`src/sv/timestamp_tick_accumulator_macros.svh`:
```
// Assertion macros for the timestamp tick accumulator.
// Both macros sample on clk_i and are quiet while rst_ni is low.
`ifndef TIMESTAMP_TICK_ACCUMULATOR_MACROS_SVH
`define TIMESTAMP_TICK_ACCUMULATOR_MACROS_SVH

`ifndef NO_ASSERTIONS

// Check a condition at every clock edge.
`define TTA_ASSERT(lbl, prop) \
  lbl: assert property (@(posedge clk_i) disable iff (!rst_ni) (prop)) \
    else $error("timestamp_tick_accumulator: assertion failed");

// Check that a condition in one cycle implies another in the next cycle.
`define TTA_ASSERT_NEXT(lbl, ante, cons) \
  lbl: assert property (@(posedge clk_i) disable iff (!rst_ni) (ante) |=> (cons)) \
    else $error("timestamp_tick_accumulator: sequence assertion failed");

`else

`define TTA_ASSERT(lbl, prop)
`define TTA_ASSERT_NEXT(lbl, ante, cons)

`endif

`endif

```
`src/sv/ttacc_pkg.sv`:
```
package ttacc_pkg;

  // Field widths
  localparam int unsigned AmountW = 32;
  localparam int unsigned SecW    = 63;
  localparam int unsigned NsecW   = 30;
  localparam int unsigned ProdW   = 2 * AmountW;
  localparam int unsigned SumW    = AmountW + 1;
  localparam int unsigned OutW    = 96;

  // Iteration counts of the serial units
  localparam int unsigned MulSteps = AmountW;
  localparam int unsigned DivSteps = ProdW;
  localparam int unsigned MulCntW  = $clog2(MulSteps);
  localparam int unsigned DivCntW  = $clog2(DivSteps);

  localparam logic [AmountW-1:0] NsPerSec       = 32'd1000000000;
  localparam logic [AmountW-1:0] SampleRateRst  = 32'd48000;

  // Input kinds carried in tuser
  localparam logic ModeNsec = 1'b0;
  localparam logic ModeTick = 1'b1;

  typedef struct packed {
    logic start;
  } step_ctrl_t;

  typedef struct packed {
    logic busy;
    logic done;
  } step_stat_t;

  typedef enum logic [4:0] {
    StIdle = 5'b00001,
    StMul  = 5'b00010,
    StDiv  = 5'b00100,
    StNorm = 5'b01000,
    StEmit = 5'b10000
  } state_e;

endpackage

```
`src/sv/ttacc_mul.sv`:
```
module ttacc_mul (
  input  logic                          clk_i,
  input  logic                          rst_ni,
  input  ttacc_pkg::step_ctrl_t         ctrl_i,
  input  logic [ttacc_pkg::AmountW-1:0] ticks_i,
  output ttacc_pkg::step_stat_t         stat_o,
  output logic [ttacc_pkg::ProdW-1:0]   product_o
);
  import ttacc_pkg::*;

  logic [ProdW-1:0]   acc_q, acc_d;
  logic [MulCntW-1:0] cnt_q, cnt_d;
  logic               busy_q, busy_d;
  logic               done_q, done_d;
  logic [AmountW:0]   hi_sum;

  // Add the constant into the high half when the low multiplier bit is set
  always_comb begin
    hi_sum = {1'b0, acc_q[ProdW-1:AmountW]} + (acc_q[0] ? {1'b0, NsPerSec} : '0);
  end

  // Shift one multiplier bit per cycle
  always_comb begin
    acc_d  = acc_q;
    cnt_d  = cnt_q;
    busy_d = busy_q;
    done_d = 1'b0;
    if (ctrl_i.start) begin
      acc_d  = {{AmountW{1'b0}}, ticks_i};
      cnt_d  = '0;
      busy_d = 1'b1;
    end else if (busy_q) begin
      acc_d = {hi_sum, acc_q[AmountW-1:1]};
      cnt_d = cnt_q + 1'b1;
      if (cnt_q == MulCntW'(MulSteps - 1)) begin
        busy_d = 1'b0;
        done_d = 1'b1;
      end
    end
  end

  always_ff @(posedge clk_i or negedge rst_ni) begin
    if (!rst_ni) begin
      cnt_q  <= '0;
      busy_q <= 1'b0;
      done_q <= 1'b0;
    end else begin
      cnt_q  <= cnt_d;
      busy_q <= busy_d;
      done_q <= done_d;
    end
  end

  always_ff @(posedge clk_i) begin
    acc_q <= acc_d;
  end

  assign stat_o.busy = busy_q;
  assign stat_o.done = done_q;
  assign product_o   = acc_q;

endmodule

```
`src/sv/ttacc_div.sv`:
```
module ttacc_div (
  input  logic                          clk_i,
  input  logic                          rst_ni,
  input  ttacc_pkg::step_ctrl_t         ctrl_i,
  input  logic [ttacc_pkg::ProdW-1:0]   dividend_i,
  input  logic [ttacc_pkg::AmountW-1:0] divisor_i,
  output ttacc_pkg::step_stat_t         stat_o,
  output logic [ttacc_pkg::AmountW-1:0] quotient_o
);
  import ttacc_pkg::*;

  logic [ProdW-1:0]   dq_q, dq_d;
  logic [AmountW-1:0] rem_q, rem_d;
  logic [DivCntW-1:0] cnt_q, cnt_d;
  logic               busy_q, busy_d;
  logic               done_q, done_d;
  logic [AmountW:0]   trial;
  logic [AmountW:0]   diff;
  logic               fits;

  // Bring down the next dividend bit and try a subtract; a zero divisor
  // always fits, so the quotient comes out all ones
  always_comb begin
    trial = {rem_q, dq_q[ProdW-1]};
    diff  = trial - {1'b0, divisor_i};
    fits  = trial >= {1'b0, divisor_i};
  end

  // Retire one quotient bit per cycle
  always_comb begin
    dq_d   = dq_q;
    rem_d  = rem_q;
    cnt_d  = cnt_q;
    busy_d = busy_q;
    done_d = 1'b0;
    if (ctrl_i.start) begin
      dq_d   = dividend_i;
      rem_d  = '0;
      cnt_d  = '0;
      busy_d = 1'b1;
    end else if (busy_q) begin
      dq_d  = {dq_q[ProdW-2:0], fits};
      rem_d = fits ? diff[AmountW-1:0] : trial[AmountW-1:0];
      cnt_d = cnt_q + 1'b1;
      if (cnt_q == DivCntW'(DivSteps - 1)) begin
        busy_d = 1'b0;
        done_d = 1'b1;
      end
    end
  end

  always_ff @(posedge clk_i or negedge rst_ni) begin
    if (!rst_ni) begin
      cnt_q  <= '0;
      busy_q <= 1'b0;
      done_q <= 1'b0;
    end else begin
      cnt_q  <= cnt_d;
      busy_q <= busy_d;
      done_q <= done_d;
    end
  end

  always_ff @(posedge clk_i) begin
    dq_q  <= dq_d;
    rem_q <= rem_d;
  end

  assign stat_o.busy = busy_q;
  assign stat_o.done = done_q;
  assign quotient_o  = dq_q[AmountW-1:0];

endmodule

```
`src/sv/timestamp_tick_accumulator.sv`:
```
// Channel  Dir  Beat contents (low bit first)              Handshake
// s_axis   in   tdata: amount[31:0]; tuser: mode          tvalid/tready
// m_axis   out  tdata: seconds[62:0], nanoseconds[92:63]  tvalid/tready
// cfg      in   cfg_wdata_i: tick_rate[31:0]              cfg_we_i
//
// A nanosecond beat goes to normalization, which folds out each carried second
// (at most 5), then to the emit step. A tick beat first runs the shift-add
// multiplier (32 steps) and the restoring divider (64 steps) before normalizing;
// one beat is in work at a time.
// Reset clears seconds and nanoseconds and loads the tick rate with 48000.
// A held result does not stop the next input beat; only the emit step waits for it.
`include "timestamp_tick_accumulator_macros.svh"

module timestamp_tick_accumulator (
  input  logic        clk_i,
  input  logic        rst_ni,
  input  logic        cfg_we_i,
  input  logic [31:0] cfg_wdata_i,   // tick_rate[31:0]
  input  logic        s_axis_tvalid,
  output logic        s_axis_tready,
  input  logic [31:0] s_axis_tdata,  // amount[31:0]
  input  logic        s_axis_tuser,  // mode
  output logic        m_axis_tvalid,
  input  logic        m_axis_tready,
  output logic [95:0] m_axis_tdata   // seconds[62:0], nanoseconds[92:63], zero pad
);
  import ttacc_pkg::*;

  state_e             state_q, state_d;
  logic [AmountW-1:0] rate_q;
  logic [SecW-1:0]    sec_q, sec_d;
  logic [NsecW-1:0]   nsec_q, nsec_d;
  logic [SumW-1:0]    sum_q, sum_d;
  logic               out_valid_q, out_valid_d;
  logic [OutW-1:0]    out_data_q, out_data_d;
  logic               in_fire;
  logic               sum_carry;

  step_ctrl_t         mul_ctrl, div_ctrl;
  step_stat_t         mul_stat, div_stat;
  logic [ProdW-1:0]   product;
  logic [AmountW-1:0] quotient;

  ttacc_mul u_mul (
    .clk_i     (clk_i),
    .rst_ni    (rst_ni),
    .ctrl_i    (mul_ctrl),
    .ticks_i   (s_axis_tdata),
    .stat_o    (mul_stat),
    .product_o (product)
  );

  ttacc_div u_div (
    .clk_i      (clk_i),
    .rst_ni     (rst_ni),
    .ctrl_i     (div_ctrl),
    .dividend_i (product),
    .divisor_i  (rate_q),
    .stat_o     (div_stat),
    .quotient_o (quotient)
  );

  assign s_axis_tready = (state_q == StIdle);
  assign in_fire       = s_axis_tvalid && s_axis_tready;
  assign sum_carry     = sum_q >= {1'b0, NsPerSec};

  // Sequence the conversion, then fold whole seconds out one per cycle
  always_comb begin
    state_d        = state_q;
    sec_d          = sec_q;
    nsec_d         = nsec_q;
    sum_d          = sum_q;
    out_valid_d    = out_valid_q && !m_axis_tready;
    out_data_d     = out_data_q;
    mul_ctrl.start = 1'b0;
    div_ctrl.start = 1'b0;
    case (state_q)
      StIdle: begin
        if (in_fire) begin
          if (s_axis_tuser == ModeTick) begin
            mul_ctrl.start = 1'b1;
            state_d        = StMul;
          end else begin
            sum_d   = {{(SumW-NsecW){1'b0}}, nsec_q} + {1'b0, s_axis_tdata};
            state_d = StNorm;
          end
        end
      end
      StMul: begin
        if (mul_stat.done) begin
          div_ctrl.start = 1'b1;
          state_d        = StDiv;
        end
      end
      StDiv: begin
        if (div_stat.done) begin
          sum_d   = {{(SumW-NsecW){1'b0}}, nsec_q} + {1'b0, quotient};
          state_d = StNorm;
        end
      end
      StNorm: begin
        if (sum_carry) begin
          sum_d = sum_q - {1'b0, NsPerSec};
          sec_d = sec_q + 1'b1;
        end else begin
          nsec_d  = sum_q[NsecW-1:0];
          state_d = StEmit;
        end
      end
      StEmit: begin
        if (!out_valid_q || m_axis_tready) begin
          out_valid_d = 1'b1;
          out_data_d  = {{(OutW-SecW-NsecW){1'b0}}, nsec_q, sec_q};
          state_d     = StIdle;
        end
      end
      default: begin
        state_d = StIdle;
      end
    endcase
  end

  always_ff @(posedge clk_i or negedge rst_ni) begin
    if (!rst_ni) begin
      state_q     <= StIdle;
      rate_q      <= SampleRateRst;
      sec_q       <= '0;
      nsec_q      <= '0;
      out_valid_q <= 1'b0;
    end else begin
      state_q     <= state_d;
      sec_q       <= sec_d;
      nsec_q      <= nsec_d;
      out_valid_q <= out_valid_d;
      if (cfg_we_i) begin
        rate_q <= cfg_wdata_i;
      end
    end
  end

  always_ff @(posedge clk_i) begin
    sum_q      <= sum_d;
    out_data_q <= out_data_d;
  end

  assign m_axis_tvalid = out_valid_q;
  assign m_axis_tdata  = out_data_q;

  // Checks
  `TTA_ASSERT(a_nsec_range, nsec_q < NsPerSec[NsecW-1:0])
  `TTA_ASSERT(a_idle_units_quiet, (state_q == StIdle) |-> (!mul_stat.busy && !div_stat.busy))
  `TTA_ASSERT_NEXT(a_mul_to_div, (state_q == StMul) && mul_stat.done, div_stat.busy)
  `TTA_ASSERT(a_valid_from_emit, $rose(out_valid_q) |-> $past(state_q == StEmit))

endmodule
```
`config.mk`:
```
export PLATFORM = sky130hd
export DESIGN_NAME = timestamp_tick_accumulator
export DESIGN_NICKNAME = d
export VERILOG_FILES = /design/src/sv/ttacc_pkg.sv /design/src/sv/ttacc_mul.sv /design/src/sv/ttacc_div.sv /design/src/sv/timestamp_tick_accumulator.sv
export VERILOG_INCLUDE_DIRS = /design/src /design/src/sv
export SDC_FILE = /design/constraint.sdc
export NUM_CORES = 1
export LEC_CHECK = 0
export BUFFER_PORTS_ARGS = -buffer_cell sky130_fd_sc_hd__buf_2
export CORE_MARGIN = 2
export CORE_UTILIZATION = 30
export CTS_CLUSTER_DIAMETER = 150
export DETAILED_ROUTE_END_ITERATION = 8
export GPL_TIMING_DRIVEN = 0
export RECOVER_POWER = 25
export SLEW_MARGIN = 10
export SYNTH_ARGS = -nofsm -noshare
export SYNTH_HDL_FRONTEND = slang
export SYNTH_SLANG_ARGS = --single-unit
```
`constraint.sdc`:
```
create_clock -name clk_i -period 10.2 [get_ports clk_i]
set_input_delay 0 -clock clk_i [delete_from_list [all_inputs] [get_ports clk_i]]
set_output_delay 0 -clock clk_i [all_outputs]
set_load 0.005 [all_outputs]
```
# After elaboration in Yosys (flattened, before gate mapping)
# Index checks and enable logic that the tools add are counted.
[classes]
n_reduce_logical = 13
addsub = 8
div = 0
mul = 0
n_bitwise = 1
n_eq_ne = 14
n_mux = 41
magnitude_cmp = 2
shift = 0
[ops]
columns = ["operator", "count"]
rows = [
  ["33-bit two-way mux", 4],
  ["64-bit two-way mux", 2],
  ["33-bit case mux with 3 select lines", 1],
  ["32-bit two-way mux", 3],
  ["30-bit by 32-bit adder with 33-bit output", 2],
  ["63-bit by 1-bit adder with 63-bit output, second input constant", 1],
  ["5-bit two-way mux", 7],
  ["32-bit by 30-bit adder with 33-bit output", 1],
  ["33-bit by 30-bit >= comparator with 1-bit output, second input constant", 1],
  ["33-bit by 32-bit >= comparator with 1-bit output", 1],
  ["33-bit by 30-bit subtractor with 33-bit output, second input constant", 1],
  ["32-bit subtractor", 1],
  ["30-bit two-way mux", 1],
  ["5-bit case mux with 5 select lines", 1],
  ["1-bit two-way mux", 19],
  ["6-bit two-way mux", 2],
  ["5-bit == test, second input constant", 2],
  ["5-bit AND reduction", 2],
  ["2-bit != test, second input constant", 4],
  ["6-bit by 1-bit adder with 6-bit output, second input constant", 1],
  ["6-bit == test, second input constant", 1],
  ["2-bit by 1-bit != test with 1-bit output, second input constant", 3],
  ["2-bit AND reduction", 3],
  ["5-bit by 1-bit adder with 5-bit output, second input constant", 1],
  ["11 further kinds", 14],
]
[totals]
reg_bits = 432
input_bits = 70
mem_bits_ro = 0
mem_count = 0
ram_bits = 0
word_cells = 96
latchBits = 0
output_inout_bits = 98

# Logic depth before layout (Yosys ltp)
[logic_depth]
depth_word = 5
mapped_depth = 16
ltp_nobuf = 14

# Modules after synthesis
# From an unflattened synthesis, not the netlist that was laid out.
[hier_totals]
cells_unflattened = 1974
hier_area_um2 = 22768.1
[modules_own_cells]
columns = ["mod", "cells_each", "instances", "seq_area_each_um2", "area_each_um2"]
rows = [
  ["timestamp_tick_accumulator", 950, 1, 7071.8, 12187.9],
  ["ttacc_div", 657, 1, 2762.6, 6766.5],
  ["ttacc_mul", 367, 1, 1776.7, 3813.7],
]

# Worst setup path before layout
# No wires, ideal clock.
[synth_timing]
path_type = "flip-flop to flip-flop"
startpoint = "reg state_q[3]"
endpoint = "reg out_data_q[0], in the netlist m_axis_tdata[0] (enable)"
path_slack_ns = 4.793
setup_time_ns = 0.555
arrival_ns = 4.852
path_stages_with_launch = 4
period_less_slack_ns = 5.407
required_ns = 9.645
n_path_buf = 0
path_cell_list = "dfrtp_1 nor3_1 nand3b_1 nor2b_1"
[synth_between]
elab_chain_len = 2
[synth_lines]
columns = ["element", "line_no", "rtl"]
rows = [
  ["start, declared", "timestamp_tick_accumulator.sv:29", "state_e state_q, state_d;"],
  ["start signal, assigned", "timestamp_tick_accumulator.sv:125", "state_q <= StIdle;"],
  ["start signal, assigned", "timestamp_tick_accumulator.sv:131", "state_q <= state_d;"],
  ["5-bit == test", "timestamp_tick_accumulator.sv:77", "case (state_q)"],
  ["2-bit AND reduction (no line)", "--", ""],
  ["end signal, assigned", "timestamp_tick_accumulator.sv:143", "out_data_q <= out_data_d;"],
  ["end, declared", "timestamp_tick_accumulator.sv:35", "logic [OutW-1:0] out_data_q, out_data_d;"],
]
# Every way passes these cells.
# A chain may end at the register's enable or synchronous reset.

==> metrics.md <==
| Metric | Value |
|---|---|
| Synth area leaders | edfxtp_1 31%, dfrtp_1 16%, nand2_1 7.2% |
| Post-layout net count | ~2,500 |
| Syn Area/Cell | ~10 um^2 |
| CTS buffer count | between 40 and 50 |
| Post-synth top cells | 415 x nand2_1, 222 x edfxtp_1, 138 x dfrtp_1 |
| Reg2reg path depth | 16 |
| Worst Tran Pin Value | 5444 ps |
| WHS | 122.9 ps |
| CP required | 9570 ps |
| DR vias/cell | just under 5 |
| Non-filler instance count after layout | around 3,400 |
| Setup CP Type | in2async |
| Detailed Place HPWL | 41,490 um |
| Unrepaired setup endpoints after global routing | false |
| Flop and latch count out of synthesis | approximately 430 |
| Part of the cycle the worst path needs | 55.99% |
| Final Power | 0.007060 W |
| Hold Crit Class | in2reg |
| Synth top area share | a little under a third |
| Hold Crit Start | cfg_we_i |
| Fillcell total | ~7,100 |
| Mapped Cells | ~2,100 |
| Min Tclk post-route | 5711 ps |
| Synth cell types | 70 |
| Largest net degree at the start of global routing | 100 |
| Antenna violations before repair | 5 |
| Post-route setup TNS | 0 ps |
| Worst relative slew slack | -262.9% |
| Worst reg-to-reg setup slack | ~5000 ps |
| VDD IR-drop max | between 0.1 and 0.15 mV |
| CTS Sinks | ~430 |
| Count of final hold-check violations | 0 |
| Post-synthesis sequential area ratio | 53.93% |
| Final wirelength | about 57,000 um |
| Gpl congestion | around 0.88 |
| Cell row count | 98 |
| Mapped cell area | roughly 0.022 mm^2 |
| CP Data Arrival Time | 5080 ps |
| Io pins | 168 |
| Most frequent cell after synthesis | nand2_1 |
| H-tree depth | 2 |
| Via count | approximately 16,000 |
| Fin Clk Skew | 25.89 ps |
| Avg WL per Cell | 16.96 um |
| Reg2reg start | state_q[0] |
| CP endpoint kind | asynchronous set/reset pin |
| Synth Warn # | 0 |
| GRT Util Overall | 15.23% |
| TritonRoute pass-1 iters | 5 |
| GRT overflow | 0 |
| First-pass GRT wire length | ~90,000 um |
| Max-cap violations | 2 |
| Clock latency on the worst-skew pair | just under 600 ps |
| Die Y | 271.9 um |
| Pwr per Cell Area | 271.5 mW/mm^2 |
| Maximum root-to-sink buffer count | 3 |
| Ratio of cells with drive above 1 in the final layout | between 10 and 15% |
| Crit-path max FO | between 90 and 100 |
| Core ar. | around 0.07 mm^2 |
| Crit Reg-Reg Endpoint | sum_q[32] |
| Detail Route Antenna Nets | 0 |
| FFs w/ async S/R, synth | about a third |
| Lkg Pwr | about 11 nW |
| Area after DPL | about 0.024 mm^2 |
| Most area-hungry cell type in the Yosys netlist | edfxtp_1 |
| Area Growth Syn to Fin | 20.78% |
| Vias in the first global route | ~16,000 |
| Post-synth EDFFs | 222 |
| Endpoint of the worst hold path | rate_q[12] |
| Initial core utilization | between 30% and 40% |
| Peak Freq | 175.1 MHz |
| Outcome | finished, violations left |
| Max Slew Vio Count | 140 |
| DP Cell Count | about 3,200 |
| Clk root buf | clkbuf_16 |
| Worst-path clk slew | 60 ps |
| Final Instance Area | 0.02600 mm^2 |
| Violated checks | max-capacitance violations, max-slew violations |
| DR DRC count | 0 |
| DR iter-0 viols | 1,030 |
| Worst Hold Path Cells | 4 |
| Main synth FF type | edfxtp_1 |
| TritonCTS clock tree | yes |
| Area of the die | roughly 0.074 mm^2 |
| Die W | roughly 270 um |
| Startpoint types | input port |
| Final setup vio count | 0 |
| IO Port Bufs | 163 |
## cell usage in the layout (no fill, tap or decap), types with 37 or more instances in the layout
cell type | Yosys | routed
nor2_1 | 121 | 121
clkbuf_1 | 73 | 84
dfrtp_1 | 138 | 138
xnor2_1 | 108 | 108
o21ai_0 | 116 | 116
mux2_2 | 63 | 63
nand3_1 | 55 | 55
buf_2 | 8 | 170
inv_1 | 66 | 66
edfxtp_1 | 222 | 222
a21oi_1 | 134 | 134
clkbuf_16 | 0 | 48
dfxtp_1 | 64 | 64
dlygate4sd3_1 | 0 | 71
nand2_1 | 415 | 414
xor2_1 | 47 | 47
ha_1 | 86 | 86
mux2i_1 | 37 | 37
## cell families (layout without fill, tap and decap cells)
| family | Yosys count | after routing | synth area share [%] |
|---|---|---|---|
| flops | 432 | 432 | 53.93 |
| other cells | 1 | 7 | 0.01742 |
| simple gates | 752 | 752 | 15.64 |
| fa+ha+maj | 88 | 88 | 5.184 |
| compound gates | 395 | 395 | 11.07 |
| buf+inv | 156 | 489 | 2.836 |
| mux | 100 | 100 | 5.015 |
| xor+xnor | 155 | 155 | 6.306 |
## worst max-delay path, stage by stage
cell and delay [ps]:
dlygate4sd3_1 520, clkbuf_1 630, clkbuf_1 3840
## metal layers
metal	track usage [%]	wire (um)	up-vias
met3	2.557	2526	79
met1	20.69	26600	7976
met4	3.687	1099	4
met5	0	27	-
met2	25.30	26860	355
li1	-	-	7926
## flip-flops by register name, indices dropped and copies added (netlist names)
name	cells
m_axis_tdata	93
m_axis_tvalid	1
nsec_q	30
rate_q	32
sec_q	63
state_q	5
sum_q	33
u_div.busy_q	1
u_div.cnt_q	6
u_div.done_q	1
u_div.dq_q	64
u_div.rem_q	32
u_mul.busy_q	1
u_mul.cnt_q	5
u_mul.done_q	1
u_mul.product_o	64
## area by class of cell
class	instances	area, um^2	share of cell area (%)
Clock buffer	59	1272	4.894
Clock inverter	28	265.3	1.020
Multi-Input combinational cell	1493	9339	35.92
Buffer	90	362.8	1.395
Tap cell	950	1189	4.571
Antenna cell	4	10.01	0.03849
Sequential cell	432	11610	44.65
Timing Repair Buffer	246	1705	6.559
Inverter	66	247.7	0.9528
## through the flow
step	utilization (%)	worst slack (ps)
final	36.50	4489
after global routing	36.50	3038
after CTS	36.57	5080
after detailed placement	33.37	5065
after global placement	33.04	2254
after floorplan	-	4793
## where the power goes
part / total, W / leakage, nW / internal, W / switching, W
Combinational: 0.00269 / 5.69 / 0.00115 / 0.00155
Clock: 0.00170 / 0.738 / 0.000988 / 0.000714
Sequential: 0.00267 / 4.42 / 0.00235 / 0.000317
## how the worst max path moves through the flow
stage | end | startpoint
after floorplan | m_axis_tdata[0] | state_q[3]
after global placement | sum_q[10] | sum_q[10]
after detailed placement | sum_q[32] | state_q[0]
after CTS | sum_q[32] | state_q[0]
after global routing | sec_q[37] | rst_ni
final | sec_q[33] | rst_ni
## repair_timing
action | in CTS | in global routing
hold buffers | 72 | 0
setup buffers | 0 | 0
resized for setup | 0 | 0
endpoints found under the hold margin | 216 | 0
Note: power is estimated with default switching activity, not from simulation.
